<file path="config.mk">
export PLATFORM = sky130hd
export DESIGN_NAME = packet_sequence_gap_filler
export DESIGN_NICKNAME = d
export VERILOG_FILES = /design/src/rtl/psgf_pkg.sv /design/src/rtl/psgf_cfg.sv /design/src/rtl/psgf_ctrl.sv /design/src/rtl/psgf_dp.sv /design/src/rtl/packet_sequence_gap_filler.sv
export SDC_FILE = /design/constraint.sdc
export NUM_CORES = 1
export LEC_CHECK = 0
export BUFFER_PORTS_ARGS = -buffer_cell sky130_fd_sc_hd__clkbuf_2
export CAP_MARGIN = 20
export CORE_AREA = 3 3 343 345
export CTS_CLUSTER_SIZE = 25
export DETAILED_ROUTE_END_ITERATION = 8
export DIE_AREA = 0 0 346 348
export GPL_TIMING_DRIVEN = 1
export PLACE_DENSITY = 0.53
export SETUP_SLACK_MARGIN = 0.3
export SLEW_MARGIN = 20
export SYNTH_ARGS = -nofsm -noshare
export SYNTH_HDL_FRONTEND = slang
export SYNTH_SLANG_ARGS = --single-unit
</file>
<file path="constraint.sdc">
create_clock -name clk -period 11.65 [get_ports clk]
set_clock_uncertainty 0.15 [all_clocks]
set_input_delay 1.7475 -clock clk [delete_from_list [all_inputs] [get_ports clk]]
set_output_delay 1.7475 -clock clk [all_outputs]
set_load 0.01 [all_outputs]
</file>
<file path="src/rtl/psgf_pkg.sv">
`timescale 1ns / 1ps
package psgf_pkg;

  localparam logic [31:0] HEAD_MAGIC    = 32'h1234_5678;
  localparam logic [31:0] VERSION_MAGIC = 32'hA1A1_A1A1;

  localparam logic [5:0]  MAX_FILL_RST  = 6'd63;
  localparam logic [31:0] MAX_GAP_RST   = 32'd1000000;

  localparam int ADDR_W  = 3;
  localparam int S_DATA_W = 264;   // 257 bits of fields, padded to bytes
  localparam int M_DATA_W = 192;

  typedef enum logic {
    REG_MAX_FILL = 1'b0,
    REG_MAX_GAP  = 1'b1
  } reg_idx_t;

  typedef enum logic [1:0] {
    ST_IDLE,
    ST_EVAL,
    ST_FILL,
    ST_REAL
  } state_t;

  typedef struct packed {
    logic [5:0]  max_fill;
    logic [31:0] max_gap;
  } cfg_t;

  typedef struct packed {
    logic load_in;
    logic load_fill;
    logic load_real;
  } dp_cmd_t;

  typedef struct packed {
    logic hdr_ok;
    logic resync;
    logic in_order;
    logic ahead;
    logic far_late;
    logic fill_done;
    logic out_free;
  } dp_status_t;

endpackage

</file>
<file path="src/rtl/psgf_cfg.sv">
`timescale 1ns / 1ps
module psgf_cfg (
  input  logic                         clk,
  input  logic                         rst,
  input  logic                         psel,
  input  logic                         penable,
  input  logic                         pwrite,
  input  logic [psgf_pkg::ADDR_W-1:0]  paddr,
  input  logic [31:0]                  pwdata,
  output logic [31:0]                  prdata,
  output psgf_pkg::cfg_t               cfg
);
  import psgf_pkg::*;

  logic     wr_en;
  reg_idx_t idx;

  assign idx   = reg_idx_t'(paddr[2]);
  assign wr_en = psel && penable && pwrite;

  always_ff @(posedge clk) begin
    if (rst) begin
      cfg.max_fill <= MAX_FILL_RST;
      cfg.max_gap  <= MAX_GAP_RST;
    end else if (wr_en) begin
      unique case (idx)
        REG_MAX_FILL: cfg.max_fill <= pwdata[5:0];
        REG_MAX_GAP:  cfg.max_gap  <= pwdata;
        default:      ;
      endcase
    end
  end

  always_comb begin
    unique case (idx)
      REG_MAX_FILL: prdata = {26'd0, cfg.max_fill};
      REG_MAX_GAP:  prdata = cfg.max_gap;
      default:      prdata = '0;
    endcase
  end

endmodule

</file>
<file path="src/rtl/psgf_ctrl.sv">
`timescale 1ns / 1ps
module psgf_ctrl (
  input  logic                  clk,
  input  logic                  rst,
  input  logic                  s_tvalid,
  output logic                  s_tready,
  input  psgf_pkg::dp_status_t  status,
  output psgf_pkg::dp_cmd_t     cmd
);
  import psgf_pkg::*;

  state_t state, state_next;

  always_ff @(posedge clk) begin
    if (rst) begin
      state <= ST_IDLE;
    end else begin
      state <= state_next;
    end
  end

  always_comb begin
    state_next = state;
    unique case (state)
      ST_IDLE: begin
        if (s_tvalid) state_next = ST_EVAL;
      end
      ST_EVAL: begin
        priority if (!status.hdr_ok)                   state_next = ST_IDLE;
        else if (status.resync || status.in_order)     state_next = ST_REAL;
        else if (status.ahead)                         state_next = ST_FILL;
        else if (status.far_late)                      state_next = ST_REAL;
        else                                           state_next = ST_IDLE;
      end
      ST_FILL: begin
        if (status.fill_done) state_next = ST_REAL;
      end
      ST_REAL: begin
        if (status.out_free) state_next = ST_IDLE;
      end
      default: state_next = ST_IDLE;
    endcase
  end

  always_comb begin
    s_tready      = (state == ST_IDLE);
    cmd.load_in   = (state == ST_IDLE) && s_tvalid;
    cmd.load_fill = (state == ST_FILL) && !status.fill_done && status.out_free;
    cmd.load_real = (state == ST_REAL) && status.out_free;
  end

endmodule

</file>
<file path="src/rtl/psgf_dp.sv">
`timescale 1ns / 1ps
module psgf_dp #(
  parameter int FILL_LIMIT = 63
) (
  input  logic                          clk,
  input  logic                          rst,
  input  psgf_pkg::cfg_t                cfg,
  input  psgf_pkg::dp_cmd_t             cmd,
  output psgf_pkg::dp_status_t          status,
  input  logic [psgf_pkg::S_DATA_W-1:0] s_tdata,
  output logic                          m_tvalid,
  input  logic                          m_tready,
  output logic [psgf_pkg::M_DATA_W-1:0] m_tdata,
  output logic                          m_tuser,
  output logic                          m_tlast
);
  import psgf_pkg::*;

  localparam int CNT_W = $clog2(FILL_LIMIT + 1);
  localparam logic [5:0] LIMIT6 = 6'(FILL_LIMIT);

  // captured header
  logic               in_len;
  logic [31:0]        in_head;
  logic [31:0]        in_ver;
  logic [63:0]        in_seq;
  logic signed [63:0] in_base;
  logic [63:0]        in_port;

  // block state
  logic [63:0]        expected_count;
  logic signed [63:0] held_base_ident;
  logic [63:0]        held_port_ident;
  logic               need_sync;

  // fill walk
  logic [63:0]        fill_seq;
  logic [CNT_W-1:0]   fill_cnt;
  logic [5:0]         limit6;
  logic [CNT_W-1:0]   limit;
  logic [63:0]        back_dist;

  assign limit6    = (cfg.max_fill < LIMIT6) ? cfg.max_fill : LIMIT6;
  assign limit     = CNT_W'(limit6);
  assign back_dist = expected_count - in_seq;

  always_ff @(posedge clk) begin
    if (cmd.load_in) begin
      in_len   <= s_tdata[0];
      in_head  <= s_tdata[32:1];
      in_ver   <= s_tdata[64:33];
      in_seq   <= s_tdata[128:65];
      in_base  <= s_tdata[192:129];
      in_port  <= s_tdata[256:193];
      fill_seq <= expected_count;
      fill_cnt <= '0;
    end else if (cmd.load_fill) begin
      fill_seq <= fill_seq + 64'd1;
      fill_cnt <= fill_cnt + CNT_W'(1);
    end
  end

  always_ff @(posedge clk) begin
    if (rst) begin
      expected_count  <= '0;
      held_base_ident <= '0;
      held_port_ident <= '0;
      need_sync       <= 1'b1;
    end else if (cmd.load_real) begin
      expected_count  <= in_seq + 64'd1;
      held_base_ident <= in_base;
      held_port_ident <= in_port;
      need_sync       <= 1'b0;
    end
  end

  // one-deep output register
  always_ff @(posedge clk) begin
    if (rst) begin
      m_tvalid <= 1'b0;
    end else if (cmd.load_fill || cmd.load_real) begin
      m_tvalid <= 1'b1;
    end else if (m_tready) begin
      m_tvalid <= 1'b0;
    end
  end

  always_ff @(posedge clk) begin
    if (cmd.load_real) begin
      m_tdata <= {in_port, in_base, in_seq};
      m_tuser <= 1'b0;
      m_tlast <= 1'b1;
    end else if (cmd.load_fill) begin
      m_tdata <= {held_port_ident, held_base_ident, fill_seq};
      m_tuser <= 1'b1;
      m_tlast <= 1'b0;
    end
  end

  always_comb begin
    status.hdr_ok    = in_len && (in_head == HEAD_MAGIC) && (in_ver == VERSION_MAGIC);
    status.resync    = need_sync || (in_seq == 64'd0);
    status.in_order  = (in_seq == expected_count);
    status.ahead     = (in_seq > expected_count);
    status.far_late  = (back_dist > {32'd0, cfg.max_gap});
    status.fill_done = (fill_cnt == limit) || (fill_seq == in_seq);
    status.out_free  = !m_tvalid || m_tready;
  end

endmodule

</file>
<file path="src/rtl/packet_sequence_gap_filler.sv">
`timescale 1ns / 1ps
// Channel   Dir  Handshake           Payload
// s_*       in   s_tvalid/s_tready   s_tdata: received header
// m_*       out  m_tvalid/m_tready   m_tdata: emitted header, m_tuser: fill, m_tlast
// APB       in   psel/penable        max_fill at 0x0, max_gap at 0x4
//
// Capture, check and load are the idle, eval and real states; a passed item
// goes through all three, a dropped one returns to idle after the check. Gaps
// get fill headers from the fill state. The controller sets this; s_tready
// is high in idle only. The output register is one deep, so a new item is taken
// while a result waits; a stalled receiver holds the next item in its load cycle.
// Reset (rst, synchronous) clears the stream state and needs no clearing pass.
module packet_sequence_gap_filler #(
  parameter int FILL_LIMIT = 63
) (
  input  logic                         clk,
  input  logic                         rst,
  // s_tdata, lowest bit up: length_ok[0], head_word[32:1], version_word[64:33],
  // seq_count[128:65], base_ident[192:129], port_ident[256:193], zero pad
  input  logic                         s_tvalid,
  output logic                         s_tready,
  input  logic [psgf_pkg::S_DATA_W-1:0] s_tdata,
  // m_tdata, lowest bit up: out_seq_count[63:0], out_base_ident[127:64],
  // out_port_ident[191:128]
  output logic                         m_tvalid,
  input  logic                         m_tready,
  output logic [psgf_pkg::M_DATA_W-1:0] m_tdata,
  // m_tuser: is_fill
  output logic                         m_tuser,
  output logic                         m_tlast,
  input  logic                         psel,
  input  logic                         penable,
  input  logic                         pwrite,
  input  logic [psgf_pkg::ADDR_W-1:0]  paddr,
  input  logic [31:0]                  pwdata,
  output logic [31:0]                  prdata,
  output logic                         pready
);
  import psgf_pkg::*;

  cfg_t       cfg;
  dp_cmd_t    cmd;
  dp_status_t status;

  assign pready = 1'b1;

  // register file
  psgf_cfg u_cfg (
    .clk     (clk),
    .rst     (rst),
    .psel    (psel),
    .penable (penable),
    .pwrite  (pwrite),
    .paddr   (paddr),
    .pwdata  (pwdata),
    .prdata  (prdata),
    .cfg     (cfg)
  );

  // sequencer: capture, check, fill walk, real header
  psgf_ctrl u_ctrl (
    .clk      (clk),
    .rst      (rst),
    .s_tvalid (s_tvalid),
    .s_tready (s_tready),
    .status   (status),
    .cmd      (cmd)
  );

  // header capture, count compare, held ids and output register
  psgf_dp #(
    .FILL_LIMIT (FILL_LIMIT)
  ) u_dp (
    .clk      (clk),
    .rst      (rst),
    .cfg      (cfg),
    .cmd      (cmd),
    .status   (status),
    .s_tdata  (s_tdata),
    .m_tvalid (m_tvalid),
    .m_tready (m_tready),
    .m_tdata  (m_tdata),
    .m_tuser  (m_tuser),
    .m_tlast  (m_tlast)
  );

endmodule
</file>
## Yosys cells after proc, flatten, opt, wreduce, memory -nomap -nowiden

Cells that the tools add are included.

- Mux-type cells: 16
- Equal/unequal tests: 11
- Reduce and logical (&&, ||, !) cells: 23
- Magnitude comparators: 3
- Bitwise operators: 1
- Add/sub/neg operators: 4

Operators by type and width:

| kind | number |
|---|---|
| $mux 192 | 2 |
| $add 64x1->64 const B | 2 |
| $eq 64x64->1 | 2 |
| $mux 64 | 2 |
| $gt 64x32->1 | 1 |
| $gt 64x64->1 | 1 |
| $logic_not 64->1 | 1 |
| $pmux 32 s2 | 1 |
| $sub 64x64->64 | 1 |
| $eq 32x29->1 const B | 1 |
| $eq 32x32->1 const B | 1 |
| $mux 2 | 7 |
| $logic_and 1x1->1 | 8 |
| $pmux 2 s4 | 1 |
| $add 6x1->6 const B | 1 |
| $eq 6x6->1 | 1 |
| $lt 6x6->1 const B | 1 |
| $mux 6 | 1 |
| $reduce_bool 2->1 | 3 |
| $logic_or 1x1->1 | 5 |
| $eq 2x2->1 const B | 2 |
| $ne 2x1->1 const B | 2 |
| $reduce_and 2->1 | 2 |
| $reduce_and 3->1 | 1 |
| 6 further kinds | 8 |

- Bits of input ports: 306
- Output and inout bits: 229
- Logic and storage cells: 77
- Register bits: 755

## Logic depth before layout (Yosys ltp)

- Depth after elaboration: 9
- Gate-level depth with buffers: 23
- Depth with buffers taken out: 22

## By module

Synthesis repeated with hierarchy kept, for this count alone.

- Cells, all modules: 2903
- Area total of the unflattened synthesis: 34590.7 µm²

By module, submodules not included:

| module | seq. area each (µm²) | cells an instance | area an instance (µm²) | times used |
|---|---|---|---|---|
| psgf_dp | 19448.7 | 2682 | 32524.9 | 1 |
| psgf_cfg | 760.7 | 202 | 1920.6 | 1 |
| psgf_ctrl | 40.0 | 17 | 133.9 | 1 |
| packet_sequence_gap_filler | 0.0 | 2 | 11.3 | 1 |

## Worst setup path after synthesis

Ideal clock, no wire load.

- Path type: input -> register
- From: input s_tvalid
- To: register u_dp.in_base[0] (enable)
- Arrival: 9.372 ns
- Stages on the path: 4
- Slack: 1.407 ns
- Path buffers: 2
- Required time: 10.778 ns
- Setup time: 0.722 ns
- Cell sequence: nand2_1 > inv_1 > clkbuf_1 > clkbuf_1

RTL lines:

| what | RTL line | RTL |
|---|---|---|
| start: declaration | packet_sequence_gap_filler.sv:20 | `input logic s_tvalid,` |
| end signal: assignment | psgf_dp.sv:53 | `in_base <= s_tdata[192:129];` |
| end: declaration | psgf_dp.sv:27 | `logic signed [63:0] in_base;` |

==> results.cfg <==
[detailed_routing]
firstDrtPassIters = 6
routed_via_density = 4.926
vias = 26530
wirelength_um = 115600
wl_per_cell_um = 21.46
drc = 0
drtIter0Drc = 2032
ant_nets = 0

[run_status]
outcome = finished clean

[sta]
rsz0062_at_grt = no
setup_tns_ns = 0
fmax_mhz = 149.6
tightest_slew_ns = 1.156
relSlewSlack = 0.2295
holdWs_ns = 0.3028
period_minus_slack_ns = 6.686
worst_slack_ns = 4.964
slew_violations = 0
setup_viol = 0
final.period_utilization = 0.5739
hold_violations = 0

[cts]
ctsHoldBuffers = 0
cts_root_buf = clkbuf_16
tritoncts = done
cts.clk_slew.worst_paths_ns = 0.06
clock-sinks = 755
clockBufferDepth = 3
numCtsBuffers = 86
h-tree-depth = 3
cts_setup_buffers = 0
cts_resized = 0
clk_latency_ns = 0.69

[global_route]
track_usage = 0.1854
grt_overflow = 0
grt_pass1_wl_um = 167700
grt_pass1_vias = 25640
grt_start_max_net_pins = 210
antenna_found_initial = 14

[logic_synthesis]
ys_types = 82
ys.flop_type = edfxtp_1
syn_area_mm2 = 0.03447
yosysWarningCount = 0
synth_top_area_cell = edfxtp_1
ys_ff_latch = 755
syn_avg_cell_area_um2 = 10.35
synthTopCellsByArea = edfxtp_1 45%, dfxtp_1 14%, nand2_1 7.8%
netlist_instances = 3331
yosysSeqAreaShare = 0.5875
async_flop_share = 0
synth_edf_count = 513
synthesis.nets = 3738
synth_top_area_share = 0.4470

[layout]
layout-drive-gt1-share = 0.1817
nets = 4197
layout_common_cells = 715 x nand2_1, 523 x clkbuf_2, 513 x edfxtp_1, 252 x a21oi_1, 242 x dfxtp_1
instances_no_fill = 5385
area_growth_pct = 20.46
final_common_cell = nand2_1

[power_and_ir_drop]
leakage_nw = 16.27
p_per_area_mw_per_mm2 = 175.8
peakVddDrop_mv = 0.1307

[placement]
portBuffers = 524
dp_hpwl_um = 85240
dp_slack_ns = 4.954
gp_congestion = 0.9416
placed_cells = 5214

[critical_path]
reg2reg_slack_ns = 4.96
critPathMaxFanout = 6
path_class = register to register
crit_required_ns = 12.04
end_kind = register
start_kind = register
arrival_ns = 7.07
reg2reg_depth = 19
reg2reg_from = u_dp.in_seq[4]

[min_path]
min_path_type = register to register
hold_start = u_cfg.cfg[24]
min_to = u_cfg.cfg[24]
holdPathStages = 2

[job]
maxCapViolCount = 0

[floorplanning]
start_util = 0.3010
die_w_um = 346
die_area_mm2 = 0.1204
rows = 124
core-area_mm2 = 0.1145
die_h_um = 348
io-pin-count = 535
==> layer usage <==
| layer | global-route usage | wire (um) | up-vias |
|---|---|---|---|
| met2 | 0.3046 | 53950 | 871 |
| met4 | 0.05902 | 3720 | 8 |
| li1 | - | - | 12790 |
| met5 | 0 | 55 | - |
| met3 | 0.05129 | 9220 | 177 |
| met1 | 0.2372 | 48610 | 12680 |
==> registers in the layout, summed over array words and instances (netlist names), named ones only <==
signal                cells
u_dp.in_ver              32
u_dp.expected_count      64
u_ctrl.state              1
u_dp.m_tlast              1
u_dp.m_tvalid             1
u_dp.in_seq              64
u_dp.fill_cnt             6
u_dp.in_port             64
u_dp.in_head             32
u_cfg.cfg                38
u_dp.fill_seq            64
u_dp.held_port_ident     64
u_dp.in_len               1
u_dp.in_base             64
u_dp.m_tdata            192
u_dp.m_tuser              1
u_dp.need_sync            1
u_dp.held_base_ident     64
==> cell type report <==
cell class / instances / area [um^2]
Fill cell: 11590 / 72980
Clock buffer: 129 / 2525
Inverter: 121 / 461.7
Timing Repair Buffer: 538 / 2774
Sequential cell: 755 / 20250
Tap cell: 1512 / 1892
Clock inverter: 32 / 449.2
Antenna cell: 10 / 25.02
Multi-Input combinational cell: 2288 / 13140
==> critical path: stages (launching register included) <==
cell	delay (ns)
edfxtp_1	0.57
inv_1	0.19
ha_1	0.41
nand3_1	0.26
nor2b_1	0.12
o31ai_1	0.53
a31oi_1	0.28
nor3b_1	0.63
xnor2_1	0.15
ha_1	0.32
nand4_1	0.12
a211oi_1	0.06
a2111oi_0	0.38
a21oi_1	0.07
a311o_1	0.39
or4_1	0.45
or4_1	0.48
or4_1	0.61
nor4_1	0.31
nor3b_1	0.08
==> cell families (layout without fill, tap and decap cells) <==
kind of cell               count (synthesis)  after routing  synth area share
AOI/OAI and AO/OA                        670            670            0.1174
xor gates and xnor gates                 229            229           0.05819
adders and majority gates                101            101           0.03688
buffers and inverters                    288            820           0.03220
DFF                                      755            755            0.5875
muxes                                     16             16          0.004865
other                                      1             11         0.0001088
and+or+nand+nor                         1271           1271            0.1628
==> Yosys cell counts, types with 7 or more instances <==
cell type and count:
nand2_1 717, edfxtp_1 513, a21oi_1 252, dfxtp_1 242
nor2_1 198, o21ai_0 173, clkbuf_1 147, xor2_1 121
inv_1 120, xnor2_1 108, ha_1 100, nand3_1 75
nand4_1 74, a211oi_1 71, nor4_1 48, and3_1 38
nor3_1 37, a21o_1 27, o21a_1 16, o21ai_1 16
a211o_1 15, buf_2 14, o21bai_1 14, nor2b_1 13
a31oi_1 12, or3_1 12, mux2i_1 10, and2_1 9
o211ai_1 8, nand2b_1 7, o2111ai_1 7
==> per-stage QoR <==
step                      utilization  cell area, um^2  total power, mW
after floorplan                     -            34470            4.082
after global placement         0.3364            38520            4.550
after detailed placement       0.3364            38520            4.558
after CTS                      0.3624            41490            7.393
after global routing           0.3625            41500            7.629
final                          0.3626            41520            7.300
==> worst max-delay path by stage <==
stage | from | end | depth (start not counted)
2_1_floorplan | s_tvalid | u_dp.in_base[0] | 4
3_3_place_gp | u_dp.in_seq[0] | register | 20
3_5_place_dp | u_dp.in_seq[0] | register | 19
4_1_cts | u_dp.in_seq[0] | register | 19
5_1_grt | u_dp.in_seq[0] | register | 20
6_report | u_dp.in_seq[4] | register | 19
==> power breakdown <==
group	switching (mW)	internal (mW)	leakage (nW)	total, mW
clock network	1.17	1.63	1.43	2.80
registers	0.203	3.20	6.85	3.41
logic	0.750	0.344	7.99	1.09
No activity file was read; power rests on OpenSTA's default activity.
